$ cat config.mk
export PLATFORM = sky130hd
export DESIGN_NAME = lfu_open_file_cache
export DESIGN_NICKNAME = d
export VERILOG_FILES = /design/src/rtl/lfu_ofc_pkg.sv /design/src/rtl/lfu_ofc_cell.sv /design/src/rtl/lfu_open_file_cache.sv
export SDC_FILE = /design/constraint.sdc
export NUM_CORES = 1
export LEC_CHECK = 0
export ABC_CLOCK_PERIOD_IN_PS = 2800
export BUFFER_PORTS_ARGS = -buffer_cell sky130_fd_sc_hd__buf_4
export CORE_MARGIN = 4
export CORE_UTILIZATION = 37
export CTS_CLUSTER_DIAMETER = 50
export DETAILED_ROUTE_END_ITERATION = 10
export MAX_ROUTING_LAYER = met4
export SETUP_SLACK_MARGIN = 0.02
export SYNTH_ARGS = -nofsm -noshare
export SYNTH_HDL_FRONTEND = slang
export SYNTH_SLANG_ARGS = --single-unit
$ cat constraint.sdc
create_clock -name clk -period 2.8 [get_ports clk]
set_input_delay 0.28 -clock clk [delete_from_list [all_inputs] [get_ports clk]]
set_output_delay 0.28 -clock clk [all_outputs]
set_load 0.01 [all_outputs]
$ cat src/rtl/lfu_ofc_pkg.sv
// Shared types for the least-used open-file cache: scan flags, slot write control, FSM states.
package lfu_ofc_pkg;

	localparam int TAG_W  = 16;
	localparam int SLOT_W = 3;

	// Flags that travel down the cell row with a lookup request
	typedef struct packed {
		logic active;     // a lookup request sits in this stage
		logic found;      // a valid slot upstream matched the tag
		logic free_found; // an invalid slot upstream was seen
		logic have_min;   // min fields hold a real candidate
	} scan_flags_t;

	// Broadcast write into one slot, chosen by index
	typedef struct packed {
		logic en;    // write this cycle
		logic bump;  // 1: saturating count increment, 0: load new tag
		logic valid; // valid bit written on a load
	} wr_ctl_t;

	typedef enum logic [1:0] {
		ST_IDLE,
		ST_SCAN,
		ST_DONE
	} state_t;

endpackage

$ cat src/rtl/lfu_ofc_cell.sv
// One cache slot: holds tag, valid and use count, and folds them into the passing lookup request.
module lfu_ofc_cell #(
	parameter int COUNT_BITS = 16,
	parameter int IDX_W      = 3,
	parameter int IDX        = 0
) (
	input  logic                             clk,
	input  logic                             arst_n,
	// lookup request from the upstream neighbor
	input  lfu_ofc_pkg::scan_flags_t         in_flags,
	input  logic [lfu_ofc_pkg::TAG_W-1:0]    in_tag,
	input  logic [IDX_W-1:0]                 in_hit_idx,
	input  logic [IDX_W-1:0]                 in_free_idx,
	input  logic [IDX_W-1:0]                 in_min_idx,
	input  logic [COUNT_BITS-1:0]            in_min_cnt,
	input  logic [lfu_ofc_pkg::TAG_W-1:0]    in_min_tag,
	// lookup request handed to the downstream neighbor
	output lfu_ofc_pkg::scan_flags_t         out_flags,
	output logic [lfu_ofc_pkg::TAG_W-1:0]    out_tag,
	output logic [IDX_W-1:0]                 out_hit_idx,
	output logic [IDX_W-1:0]                 out_free_idx,
	output logic [IDX_W-1:0]                 out_min_idx,
	output logic [COUNT_BITS-1:0]            out_min_cnt,
	output logic [lfu_ofc_pkg::TAG_W-1:0]    out_min_tag,
	// slot update
	input  lfu_ofc_pkg::wr_ctl_t             wr_ctl,
	input  logic [IDX_W-1:0]                 wr_idx,
	input  logic [lfu_ofc_pkg::TAG_W-1:0]    wr_tag
);

	localparam logic [IDX_W-1:0] MY_IDX = IDX_W'(IDX);

	logic [lfu_ofc_pkg::TAG_W-1:0] tag_q;
	logic                          valid_q;
	logic [COUNT_BITS-1:0]         count_q;

	lfu_ofc_pkg::scan_flags_t      flags_d;
	logic [IDX_W-1:0]              hit_idx_d;
	logic [IDX_W-1:0]              free_idx_d;
	logic [IDX_W-1:0]              min_idx_d;
	logic [COUNT_BITS-1:0]         min_cnt_d;
	logic [lfu_ofc_pkg::TAG_W-1:0] min_tag_d;
	logic                          take_min;
	logic                          wr_sel;

	// Fold this slot into the request: first match, first free, first smallest count
	always_comb begin
		flags_d    = in_flags;
		hit_idx_d  = in_hit_idx;
		free_idx_d = in_free_idx;
		min_idx_d  = in_min_idx;
		min_cnt_d  = in_min_cnt;
		min_tag_d  = in_min_tag;
		take_min   = !in_flags.have_min || (count_q < in_min_cnt);
		if (!in_flags.found && valid_q && (tag_q == in_tag)) begin
			flags_d.found = 1'b1;
			hit_idx_d     = MY_IDX;
		end
		if (!in_flags.free_found && !valid_q) begin
			flags_d.free_found = 1'b1;
			free_idx_d         = MY_IDX;
		end
		if (take_min) begin
			flags_d.have_min = 1'b1;
			min_idx_d        = MY_IDX;
			min_cnt_d        = count_q;
			min_tag_d        = tag_q;
		end
	end

	// Hand-off register to the next cell
	always_ff @(posedge clk or negedge arst_n) begin
		if (!arst_n) begin
			out_flags <= '0;
		end else begin
			out_flags <= flags_d;
		end
	end

	always_ff @(posedge clk) begin
		out_tag      <= in_tag;
		out_hit_idx  <= hit_idx_d;
		out_free_idx <= free_idx_d;
		out_min_idx  <= min_idx_d;
		out_min_cnt  <= min_cnt_d;
		out_min_tag  <= min_tag_d;
	end

	assign wr_sel = wr_ctl.en && (wr_idx == MY_IDX);

	// Slot state: valid and count cleared at reset, tag left as is
	always_ff @(posedge clk or negedge arst_n) begin
		if (!arst_n) begin
			valid_q <= 1'b0;
			count_q <= '0;
		end else if (wr_sel) begin
			if (wr_ctl.bump) begin
				if (count_q != {COUNT_BITS{1'b1}}) count_q <= count_q + COUNT_BITS'(1);
			end else begin
				valid_q <= wr_ctl.valid;
				count_q <= COUNT_BITS'(1);
			end
		end
	end

	always_ff @(posedge clk) begin
		if (wr_sel && !wr_ctl.bump) tag_q <= wr_tag;
	end

endmodule

$ cat src/rtl/lfu_open_file_cache.sv
// Top level of the least-used open-file cache: request control, cell row, result register.
//
//  channel  | handshake            | payload
//  ---------+----------------------+---------------------------------------------------
//  request  | in_valid / in_ready  | font_tag, open_ok
//  result   | out_valid/ out_ready | repeat_res, hit, slot, evicted, evicted_tag, loaded
//
// A lookup walks the row of SLOTS cells, one cell per cycle; the final step then writes
// the chosen slot and loads the result register. A repeat of the previous request skips
// the walk and the write and only loads the result register.
// One request is in flight at a time; a new one is taken while the last result waits.
// A stalled result holds the block in its final step until out_ready frees the register.
// Reset clears all valid bits and use counts at once; no clearing pass.
module lfu_open_file_cache #(
	parameter int SLOTS      = 8,
	parameter int COUNT_BITS = 16
) (
	input  logic                                  clk,
	input  logic                                  arst_n,
	input  logic                                  in_valid,
	output logic                                  in_ready,
	input  logic [lfu_ofc_pkg::TAG_W-1:0]         font_tag,
	input  logic                                  open_ok,
	output logic                                  out_valid,
	input  logic                                  out_ready,
	output logic                                  repeat_res,
	output logic                                  hit,
	output logic [lfu_ofc_pkg::SLOT_W-1:0]        slot,
	output logic                                  evicted,
	output logic [lfu_ofc_pkg::TAG_W-1:0]         evicted_tag,
	output logic                                  loaded
);

	localparam int IDX_W = (SLOTS > 1) ? $clog2(SLOTS) : 1;

	lfu_ofc_pkg::state_t state_q, state_d;

	// chain taps, index 0 is the row input
	lfu_ofc_pkg::scan_flags_t          c_flags    [0:SLOTS];
	logic [lfu_ofc_pkg::TAG_W-1:0]     c_tag      [0:SLOTS];
	logic [IDX_W-1:0]                  c_hit_idx  [0:SLOTS];
	logic [IDX_W-1:0]                  c_free_idx [0:SLOTS];
	logic [IDX_W-1:0]                  c_min_idx  [0:SLOTS];
	logic [COUNT_BITS-1:0]             c_min_cnt  [0:SLOTS];
	logic [lfu_ofc_pkg::TAG_W-1:0]     c_min_tag  [0:SLOTS];

	logic                              accept;
	logic                              is_rep;
	logic                              start;
	logic                              scan_done;
	logic                              out_load;
	lfu_ofc_pkg::wr_ctl_t              wr_ctl;

	logic [lfu_ofc_pkg::TAG_W-1:0]     last_tag_q;
	logic                              last_valid_q;
	logic [lfu_ofc_pkg::TAG_W-1:0]     req_tag_q;
	logic                              ok_q;

	logic                              rep_q;
	logic                              found_q;
	logic [IDX_W-1:0]                  pick_q;
	logic                              ev_q;
	logic [lfu_ofc_pkg::TAG_W-1:0]     ev_tag_q;

	logic                              out_valid_q;
	logic                              repeat_res_q;
	logic                              hit_q;
	logic [lfu_ofc_pkg::SLOT_W-1:0]    slot_q;
	logic                              evicted_q;
	logic [lfu_ofc_pkg::TAG_W-1:0]     evicted_tag_q;
	logic                              loaded_q;

	assign accept    = in_valid && in_ready;
	assign is_rep    = last_valid_q && (last_tag_q == font_tag);
	assign scan_done = c_flags[SLOTS].active;

	// Next state
	always_comb begin
		state_d = state_q;
		case (state_q)
			lfu_ofc_pkg::ST_IDLE: begin
				if (accept) state_d = is_rep ? lfu_ofc_pkg::ST_DONE : lfu_ofc_pkg::ST_SCAN;
			end
			lfu_ofc_pkg::ST_SCAN: begin
				if (scan_done) state_d = lfu_ofc_pkg::ST_DONE;
			end
			lfu_ofc_pkg::ST_DONE: begin
				if (out_load) state_d = lfu_ofc_pkg::ST_IDLE;
			end
			default: state_d = lfu_ofc_pkg::ST_IDLE;
		endcase
	end

	// FSM outputs
	always_comb begin
		in_ready     = 1'b0;
		out_load     = 1'b0;
		start        = 1'b0;
		wr_ctl       = '0;
		case (state_q)
			lfu_ofc_pkg::ST_IDLE: begin
				in_ready = 1'b1;
				start    = in_valid && !is_rep;
			end
			lfu_ofc_pkg::ST_SCAN: begin
			end
			lfu_ofc_pkg::ST_DONE: begin
				out_load     = !out_valid_q || out_ready;
				wr_ctl.en    = out_load && !rep_q;
				wr_ctl.bump  = found_q;
				wr_ctl.valid = ok_q;
			end
			default: begin
			end
		endcase
	end

	always_ff @(posedge clk or negedge arst_n) begin
		if (!arst_n) begin
			state_q <= lfu_ofc_pkg::ST_IDLE;
		end else begin
			state_q <= state_d;
		end
	end

	// Previous request, for repeat detection
	always_ff @(posedge clk or negedge arst_n) begin
		if (!arst_n) begin
			last_tag_q   <= '0;
			last_valid_q <= 1'b0;
		end else if (accept && !is_rep) begin
			last_tag_q   <= font_tag;
			last_valid_q <= 1'b1;
		end
	end

	// Row input
	always_comb begin
		c_flags[0]        = '0;
		c_flags[0].active = start;
		c_tag[0]          = font_tag;
		c_hit_idx[0]      = '0;
		c_free_idx[0]     = '0;
		c_min_idx[0]      = '0;
		c_min_cnt[0]      = '0;
		c_min_tag[0]      = '0;
	end

	// Row of slot cells
	for (genvar i = 0; i < SLOTS; i++) begin : g_cell
		lfu_ofc_cell #(
			.COUNT_BITS (COUNT_BITS),
			.IDX_W      (IDX_W),
			.IDX        (i)
		) u_cell (
			.clk          (clk),
			.arst_n       (arst_n),
			.in_flags     (c_flags[i]),
			.in_tag       (c_tag[i]),
			.in_hit_idx   (c_hit_idx[i]),
			.in_free_idx  (c_free_idx[i]),
			.in_min_idx   (c_min_idx[i]),
			.in_min_cnt   (c_min_cnt[i]),
			.in_min_tag   (c_min_tag[i]),
			.out_flags    (c_flags[i+1]),
			.out_tag      (c_tag[i+1]),
			.out_hit_idx  (c_hit_idx[i+1]),
			.out_free_idx (c_free_idx[i+1]),
			.out_min_idx  (c_min_idx[i+1]),
			.out_min_cnt  (c_min_cnt[i+1]),
			.out_min_tag  (c_min_tag[i+1]),
			.wr_ctl       (wr_ctl),
			.wr_idx       (pick_q),
			.wr_tag       (req_tag_q)
		);
	end

	// Request and decision registers
	always_ff @(posedge clk) begin
		if (accept) begin
			req_tag_q <= font_tag;
			ok_q      <= open_ok;
			rep_q     <= is_rep;
			found_q   <= 1'b0;
			pick_q    <= '0;
			ev_q      <= 1'b0;
			ev_tag_q  <= '0;
		end else if (state_q == lfu_ofc_pkg::ST_SCAN && scan_done) begin
			found_q <= c_flags[SLOTS].found;
			if (c_flags[SLOTS].found) begin
				pick_q <= c_hit_idx[SLOTS];
			end else if (c_flags[SLOTS].free_found) begin
				pick_q <= c_free_idx[SLOTS];
			end else begin
				pick_q   <= c_min_idx[SLOTS];
				ev_q     <= 1'b1;
				ev_tag_q <= c_min_tag[SLOTS];
			end
		end
	end

	// Result register
	always_ff @(posedge clk or negedge arst_n) begin
		if (!arst_n) begin
			out_valid_q <= 1'b0;
		end else begin
			out_valid_q <= out_load || (out_valid_q && !out_ready);
		end
	end

	always_ff @(posedge clk) begin
		if (out_load) begin
			repeat_res_q  <= rep_q;
			hit_q         <= !rep_q && found_q;
			slot_q        <= lfu_ofc_pkg::SLOT_W'(pick_q);
			evicted_q     <= ev_q;
			evicted_tag_q <= ev_tag_q;
			loaded_q      <= !rep_q && (found_q || ok_q);
		end
	end

	assign out_valid   = out_valid_q;
	assign repeat_res  = repeat_res_q;
	assign hit         = hit_q;
	assign slot        = slot_q;
	assign evicted     = evicted_q;
	assign evicted_tag = evicted_tag_q;
	assign loaded      = loaded_q;

endmodule

Yosys cells after proc, flatten, opt, wreduce, memory -nomap -nowiden
Index checks and enable logic that the tools add are counted.

word-level totals
  bits in registers = 780
  output and inout bits = 25
  logic and storage cells = 345

cells by class
  reduce and logical (&&, ||, !) cells = 110
  add/subtract/negate cells = 8
  bitwise logic cells = 3
  equal/unequal tests = 37
  mux-type cells = 65
  $lt $le $gt $ge = 7

operators by type and width
  kind                                                                   number
  16-bit 2-to-1 mux                                                      29
  16-bit equality test                                                   9
  16-bit by 1-bit adder with 16-bit output, second input constant        8
  16-bit != test, second input constant                                  8
  16-bit < comparator                                                    7
  1-bit logical AND                                                      47
  1-bit zero test                                                        33
  2-bit AND reduction                                                    16
  1-bit 2-to-1 mux                                                       28
  2-bit != test, second input constant                                   10
  3-bit equality test, second input constant                             4
  1-bit logical OR                                                       10
  3-bit 2-to-1 mux                                                       3
  2-bit 2-to-1 mux                                                       4
  3-bit by 2-bit equality test with 1-bit output, second input constant  2
  2-bit one-hot mux with 3 select lines                                  1
  3-bit AND reduction                                                    2
  3-bit by 1-bit equality test with 1-bit output, second input constant  1
  3-bit zero test                                                        1
  1-bit NOT                                                              3
  2-bit by 1-bit equality test with 1-bit output, second input constant  1
  2-bit equality test, second input constant                             1
  2-bit zero test                                                        1
  2-bit by 1-bit != test with 1-bit output, second input constant        1

Longest topological paths before layout
Gate-level depths: netlist (run 1).

  depth in word-level cells = 6
  depth in mapped cells = 8

Modules after synthesis
From an unflattened synthesis (run 1), not the netlist that was laid out.

unflattened totals
  cells, all modules = 2639
  area, all modules = 33205.6 um^2

by module, submodules not included
  module                               area an instance (um^2)  times used  sequential area each (um^2)  cells an instance
  lfu_ofc_cell (g_cell[3].u_cell ...)  3771.1                   3           2147.1                       301
  lfu_ofc_cell (g_cell[0].u_cell)      3803.6                   1           2147.1                       303
  lfu_ofc_cell (g_cell[1].u_cell)      3788.6                   1           2147.1                       302
  lfu_ofc_cell (g_cell[2].u_cell)      3782.4                   1           2147.1                       298
  lfu_ofc_cell (g_cell[4].u_cell)      3778.6                   1           2147.1                       303
  lfu_ofc_cell (g_cell[7].u_cell)      3664.8                   1           2147.1                       297
  lfu_open_file_cache                  3074.2                   1           2152.1                       233

Worst setup path after synthesis (run 1)
Ideal clock, no wire load.

  kind = register -> register
  start = reg g_cell[1].u_cell.count_q[13]
  end = reg g_cell[1].u_cell.out_min_cnt[10]
  path slack = 464 ps
  data arrival time = 2215 ps
  stages on the path, launching flop included = 7
  required time = 2679 ps
  library setup time = 121 ps
  path through = dfrtp_1 -> ha_1 -> nand3_1 -> or2_2 -> o41ai_2 -> buf_2 -> mux2_2

between the ends
  cells in the longest elaborated chain, start to end = 3

RTL lines
  item                                RTL line            RTL
  start: declaration                  lfu_ofc_cell.sv:35  logic [COUNT_BITS-1:0] count_q;
  start signal: assignment            lfu_ofc_cell.sv:98  if (count_q != {COUNT_BITS{1'b1}}) count_q <= count_q + COUNT_BITS'(1);
  16-bit < comparator                 lfu_ofc_cell.sv:54  take_min = !in_flags.have_min || (count_q < in_min_cnt);
  1-bit logical OR                    lfu_ofc_cell.sv:54
  16-bit 2-to-1 mux                   lfu_ofc_cell.sv:63  if (take_min) begin
  net g_cell[1].u_cell.min_cnt_d[10]  lfu_ofc_cell.sv:41  logic [COUNT_BITS-1:0] min_cnt_d;
  end signal: assignment              lfu_ofc_cell.sv:85  out_min_cnt <= min_cnt_d;
  end: declaration                    lfu_ofc_cell.sv:23  output logic [COUNT_BITS-1:0] out_min_cnt,

The timed path passes the listed nets, and every way through them passes these cells.
A chain may end at the register's enable or synchronous reset.

Worst setup path after layout (run 1)
  start = reg state_q[0]
  end = reg g_cell[0].u_cell.count_q[15]

between the ends
  cells in the longest elaborated chain, start to end = 4

RTL lines
  item                                                                        RTL line                    RTL
  start: declaration                                                          lfu_open_file_cache.sv:36   lfu_ofc_pkg::state_t state_q, state_d;
  start signal: assignment                                                    lfu_open_file_cache.sv:120  state_q <= lfu_ofc_pkg::ST_IDLE;
  start signal: assignment                                                    lfu_open_file_cache.sv:122  state_q <= state_d;
  2-bit equality test *                                                       lfu_open_file_cache.sv:100  case (state_q)
  3-bit 2-to-1 mux *                                                          lfu_open_file_cache.sv:100
  2-bit != test (no source line) / 1-bit logical AND (equally long branches)  n/a
  2-bit AND reduction (no source line)                                        n/a
  end signal: assignment                                                      lfu_ofc_cell.sv:98
  end: declaration                                                            lfu_ofc_cell.sv:35

Mark *: on every way between the ends. The rest lies on a longest branch, timed or not.

==> results.cfg, run 1 <==
[run_status]
status = completed

[final_layout]
layout-drive-gt1-share = 0.191
antennaDiodeCount = 0
nets = 2750
fillCellCount = 7335
finalNonFillerCells = 3750
syn_to_final_growth_pct = 17.1
stdcell_area_mm2 = 0.0352

[synth]
synth-seq-cells = 780
synth_enable_flop_cells = 169
synth_fa_ha_area_frac = 0.0470
synth_xor_area_frac = 0.0527
synth_cell_types = 67
synth_common_cells = 424 x dfxtp_1, 217 x mux2_2, 187 x dfrtp_1, 169 x edfxtp_1, 147 x nand2_1
synth-simple-area-share = 0.113
synth_most_common_cell = dfxtp_1
ys_seq_area_frac = 0.606
synth_area_mm2 = 0.0301
synth_top_family_by_area = simple AND/OR/NAND/NOR gates
synthCells = 2444
async_reset_ff_frac = 0.240
synth_ff_type = dfxtp_1
synthMuxAreaShare = 0.0886
yosys-top-cells-area = dfxtp_1 28%, edfxtp_1 17%, dfrtp_1 16%
synth_area_leader_cell = dfxtp_1
synth_compound_area_frac = 0.0658
synth.top_cell.area_share = 0.282
syn_avg_cell_area_um2 = 12.3
ys.warnings.count = 0

[power_and_ir_drop]
power_switching_mw = 6.01
p_comb_frac = 0.065
p_clk_frac = 0.436
leakagePower_nw = 14.0
pwr-share-seq = 0.499
p_per_area_mw_per_mm2 = 722
p_int_mw = 19.4
vdd_drop_max_v = 0.000455
p_sw_frac = 0.236

[cts]
insertion_delay_ns = 0.64
htree_num_levels = 3
root_buffer = clkbuf_16
clockBufferDepth = 3
cts_buffers = 86
cts_tree = done
clk_pin_slew_worst_paths_ns = 0.06
cts_sinks = 780

[setup_path]
worst-path-max-fanout = 19
slowest_stage = or4_1
max_stage_delay_ns = 0.53
end_kind = flip-flop
cp.required_ns = 3.36
worst_setup_path_start_kind = flip-flop
arrival_ns = 3.15
crit_type = flip-flop to flip-flop
path_cells = and2b_1 > nand4_1 > a21o_1 > or4_1 > a21oi_1
cp.buffers_inverters = 0
cp_top_family = simple AND/OR/NAND/NOR gates
r2r_setup_slack_ns = 0.20

[floorplan]
rows = 104
initial_utilization = 0.373
ios = 46
dieWidth_um = 293
die_area_mm2 = 0.0859
die_y_um = 293
core_area_mm2 = 0.0805

[placed_design]
dp_hpwl_um = 48200
dp.cells = 3568
portBuffers = 45
gp_congestion = 0.846
dpl_cell_area_mm2 = 0.0321

[detailed_routing]
wl_met2_um = 30000
firstDrtPassIters = 5
num_vias = 18400
wl_um = 65200
routed.top_layer = met4
drc = 0
drt-met1-wl_um = 30900
dr_wl_met3_um = 2510
avgViaCountPerCell = 4.91
final_antenna_net_count = 0
drt_iter0_drc = 944
avgRoutedWirePerCell_um = 17.4

[hold_path]
hold_path_class = input port to async pin

[global_route]
grt_pass1_wl_um = 105000
grt_pass1_vias = 18900
track_usage = 0.156
grt-ovfl-total = 0
grt_max_degree = 59
antenna_found_initial = 0

[timing]
setup_violations = 0
finalCriticalPeriod_ns = 2.60
max_freq_ghz = 0.385
finalMaxSlewViolations = 0
tightest_slew_ns = 0.773
period_share = 0.927
skew_ns = 0.0213
fin_tns_setup_ns = 0
relSlewSlack = 0.480
rsz0062_at_grt = no
hold_viol = 0

[job]
max-cap-violations = 0
-- placed cells by master (no fill, tap or decap), types with 87 or more instances in the layout --
| cell | n |
|---|---|
| o21ai_0 | 87 |
| mux2_2 | 217 |
| edfxtp_1 | 169 |
| inv_1 | 134 |
| a21oi_1 | 106 |
| dfrtp_1 | 187 |
| ha_1 | 113 |
| dfxtp_1 | 424 |
| nor2_1 | 95 |
| nand2_1 | 147 |
| xor2_1 | 105 |
| buf_4 | 111 |
-- final cells by class --
type | count | area (um2) | area share
inverter | 134 | 503 | 0.0143
tap | 1060 | 1330 | 0.0377
clock inverter | 48 | 546 | 0.0155
clock buffer | 114 | 2320 | 0.0658
timing repair buffer | 136 | 1150 | 0.0326
sequential | 780 | 18200 | 0.518
multi-input combinational | 1478 | 11100 | 0.316
-- metal layers --
metal  vias to the layer above  global-route usage
met5                         -                   -
met2                       322               0.244
met4                         0              0.0454
met3                       123              0.0273
met1                      8901               0.209
li1                       9054                   -
-- cell families (layout without fill, tap and decap cells) --
group                      count (synthesis)  after routing
adders and majority gates                113            113
xor gates and xnor gates                 181            181
DFF                                      780            780
muxes                                    239            239
AOI/OAI and AO/OA                        310            310
buffers and inverters                    192            432
and+or+nand+nor                          628            628
other                                      1              7
-- worst paths after layout --
check / startpoint / endpoint / cells past startpoint
worst min-delay path: arst_n / last_tag_q[2]$_DFFE_PN0P_ / 2
worst max-delay path: state_q[0]$_DFFE_PN0P_ / g_cell[0].u_cell.count_q[15]$_DFFE_PN0P_ / 5
worst max register to register: state_q[0]$_DFFE_PN0P_ / g_cell[0].u_cell.count_q[15]$_DFFE_PN0P_ / 5
min in group clk: out_ready / out_valid$_DFF_PN0_ / 3
max in group asynchronous: arst_n / state_q[0]$_DFFE_PN0P_ / 3
worst min register to register: g_cell[2].u_cell.out_flags[3]$_DFF_PN0_ / g_cell[3].u_cell.out_flags[3]$_DFF_PN0_ / 0
-- metrics by stage --
| stage | power (mW) | setup slack [ns] | utilization | hold slack, ns |
|---|---|---|---|---|
| 2_1_floorplan | 13.8 | 0.464 | - | -0.0156 |
| 3_3_place_gp | 14.5 | 0.184 | 0.399 | 0.325 |
| 3_5_place_dp | 14.6 | 0.0979 | 0.399 | 0.328 |
| 4_1_cts | 25.7 | 0.100 | 0.437 | 0.219 |
| 5_1_grt | 26.4 | 0.112 | 0.437 | 0.240 |
| 6_report | 25.4 | 0.205 | 0.437 | 0.209 |
-- power by group through the flow --
stage	logic (mW)	clock network [mW]	registers [mW]
2_1_floorplan	1.05	0	12.7
3_3_place_gp	1.62	0	12.9
3_5_place_dp	1.66	0	12.9
4_1_cts	1.69	11.4	12.7
5_1_grt	1.81	11.8	12.8
6_report	1.66	11.1	12.7
-- state kept, by name (all words and copies together), names as in the netlist, 2 cells and up --
register,cells
ev_tag_q,16
evicted_tag,16
g_cell.u_cell.count_q,128
g_cell.u_cell.out_flags,31
g_cell.u_cell.out_free_idx,17
g_cell.u_cell.out_hit_idx,17
g_cell.u_cell.out_min_cnt,112
g_cell.u_cell.out_min_idx,17
g_cell.u_cell.out_min_tag,128
g_cell.u_cell.out_tag,112
g_cell.u_cell.tag_q,128
g_cell.u_cell.valid_q,8
last_tag_q,16
pick_q,3
req_tag_q,16
slot,3
state_q,2
-- repair_timing --
item / 4_1_cts / 5_1_grt
setup buffers: 0 / 2
setup endpoints to repair: 0 / 16
gates resized for setup: 0 / 0
endpoints found under the hold margin: 103 / 0
hold buffers: 18 / 0
Power figures use the tool's default switching activity.
==> run 2, diff against run 1 <==
--- a/config.mk
+++ b/config.mk
@@ -8,10 +8,11 @@
 export ABC_CLOCK_PERIOD_IN_PS = 2800
 export BUFFER_PORTS_ARGS = -buffer_cell sky130_fd_sc_hd__buf_4
 export CORE_MARGIN = 4
-export CORE_UTILIZATION = 37
+export CORE_UTILIZATION = 60
 export CTS_CLUSTER_DIAMETER = 50
 export DETAILED_ROUTE_END_ITERATION = 10
 export MAX_ROUTING_LAYER = met4
+export PLACE_DENSITY = 0.76
 export SETUP_SLACK_MARGIN = 0.02
 export SYNTH_ARGS = -nofsm -noshare
 export SYNTH_HDL_FRONTEND = slang
==> results.cfg, run 2 (synthesis gave the netlist of run 1 again) <==
[setup_path]
path_cells = ha_1 > nand3_1 > or2_2 > o41ai_4 > buf_12 > mux2_2
slowest_stage = o41ai_4
end_kind = flip-flop
worst-path-max-fanout = 28
crit_type = flip-flop to flip-flop
arrival_ns = 3.13
worst_setup_path_start_kind = flip-flop
cp.buffers_inverters = 1
max_stage_delay_ns = 0.70
cp_top_family = compound AO/OA/AOI/OAI gates
cp.required_ns = 3.31

[final_layout]
nets = 2739
layout-drive-gt1-share = 0.189
reg_top3 = g_cell.u_cell.count_q (128), g_cell.u_cell.out_min_tag (128), g_cell.u_cell.tag_q (128)
fillCellCount = 3406
final_cell_mix = 424 x dfxtp_1, 217 x mux2_2, 187 x dfrtp_1
mostFrequentLayoutCell = dfxtp_1
syn_to_final_growth_pct = 14.4

[timing]
relSlewSlack = 0.480
setup_violations = 0
skew_ns = 0.0229
hold_viol = 0
worst_slack_ns = 0.174
period_share = 0.938
finalCriticalPeriod_ns = 2.63
rsz0062_at_grt = no
fin_tns_setup_ns = 0
finalMaxSlewViolations = 0
max_freq_ghz = 0.381
tightest_slew_ns = 0.781

[cts]
cts_tree = done
clockBufferDepth = 3
cts_buffers = 77
root_buffer = clkbuf_16
clk_pin_slew_worst_paths_ns = 0.06
htree_num_levels = 3
insertion_delay_ns = 0.62
cts_sinks = 780

[global_route]
grt_pass1_wl_um = 105000
antenna_found_initial = 1
grt_pass1_vias = 19300
track_usage = 0.254
grt_max_degree = 75
grt-ovfl-total = 0

[hold_path]
hold_path_class = input port to flip-flop

[detailed_routing]
wl_um = 65500
drt_iter0_drc = 1247
drc = 0
avgViaCountPerCell = 5.67
final_antenna_net_count = 0
firstDrtPassIters = 5
avgRoutedWirePerCell_um = 19.6
num_vias = 18900

[placed_design]
portBuffers = 45
gp_congestion = 0.899
dp_hpwl_um = 46300
place_ws_ns = 0.169

[power_and_ir_drop]
leakagePower_nw = 13.9
vdd_drop_max_v = 0.000610
p_per_area_mw_per_mm2 = 716

[floorplan]
rows = 81
dieWidth_um = 232
ios = 46
die_y_um = 232
die_area_mm2 = 0.0538
initial_utilization = 0.611
core_area_mm2 = 0.0493

[run_status]
status = completed

[job]
max-cap-violations = 0
==> run 2: metal layers <==
| layer | track usage | share of wire | vias to the layer above |
|---|---|---|---|
| li1 | - | - | 9016 |
| met1 | 0.347 | 0.46 | 9272 |
| met2 | 0.400 | 0.47 | 482 |
| met3 | 0.0370 | 0.045 | 139 |
| met4 | 0.0790 | 0.028 | 0 |
| met5 | - | 0 | - |
==> run 2: where the power goes <==
group          switching, mW  internal [mW]  total, mW
logic                  0.840          0.752       1.59
clock network           4.38           5.94       10.3
registers              0.473           12.3       12.7
==> run 2: layout make-up <==
cell class,instances,area [um2],share of cell area
Sequential cell,780,18200,0.530
Multi-Input combinational cell,1478,11100,0.324
Clock buffer,109,2240,0.0651
Timing Repair Buffer,134,1110,0.0322
Tap cell,664,831,0.0242
Inverter,134,503,0.0146
Clock inverter,35,340,0.00989
Antenna cell,1,2.50,0.0000727
==> run 2: worst paths after layout <==
| check | to | depth (start not counted) | startpoint | slack, ns |
|---|---|---|---|---|
| worst min register to register | g_cell[3].u_cell.out_flags[3]$_DFF_PN0_ | 0 | g_cell[2].u_cell.out_flags[3]$_DFF_PN0_ | 0.35 |
| worst min-delay path | out_valid$_DFF_PN0_ | 3 | out_ready | 0.27 |
| worst max register to register | g_cell[4].u_cell.out_min_tag[1]$_DFF_P_ | 6 | g_cell[4].u_cell.count_q[13]$_DFFE_PN0P_ | 0.17 |
| worst max-delay path | g_cell[4].u_cell.out_min_tag[1]$_DFF_P_ | 6 | g_cell[4].u_cell.count_q[13]$_DFFE_PN0P_ | 0.17 |
| min in group asynchronous | g_cell[6].u_cell.count_q[14]$_DFFE_PN0P_ | 2 | arst_n | 0.28 |
| max in group asynchronous | g_cell[0].u_cell.count_q[2]$_DFFE_PN0P_ | 3 | arst_n | 1.66 |
==> run 2: timing repair <==
| item | 4_1_cts | 5_1_grt |
|---|---|---|
| endpoints found under the setup margin | 0 | 16 |
| resized for setup | 0 | 0 |
| hold buffers | 18 | 0 |
| setup buffers | 0 | 1 |
| endpoints found under the hold margin | 119 | 0 |
==> run 2: worst min-delay path, cell delays in order <==
cell	delay (ns)
buf_4	0.11
nand2b_1	0.35
nand2_1	0.08
==> run 2: metrics by stage <==
| step | power [mW] | std cells | util | hold WS [ns] | instance area, um2 |
|---|---|---|---|---|---|
| after floorplan | 13.8 | 2450 | - | -0.0156 | 30100 |
| after global placement | 14.4 | 3171 | 0.642 | 0.333 | 31600 |
| after detailed placement | 14.5 | 3171 | 0.642 | 0.336 | 31600 |
| after CTS | 24.8 | 3333 | 0.698 | 0.224 | 34400 |
| after global routing | 25.4 | 3334 | 0.698 | 0.296 | 34400 |
| final | 24.6 | 3335 | 0.698 | 0.270 | 34400 |
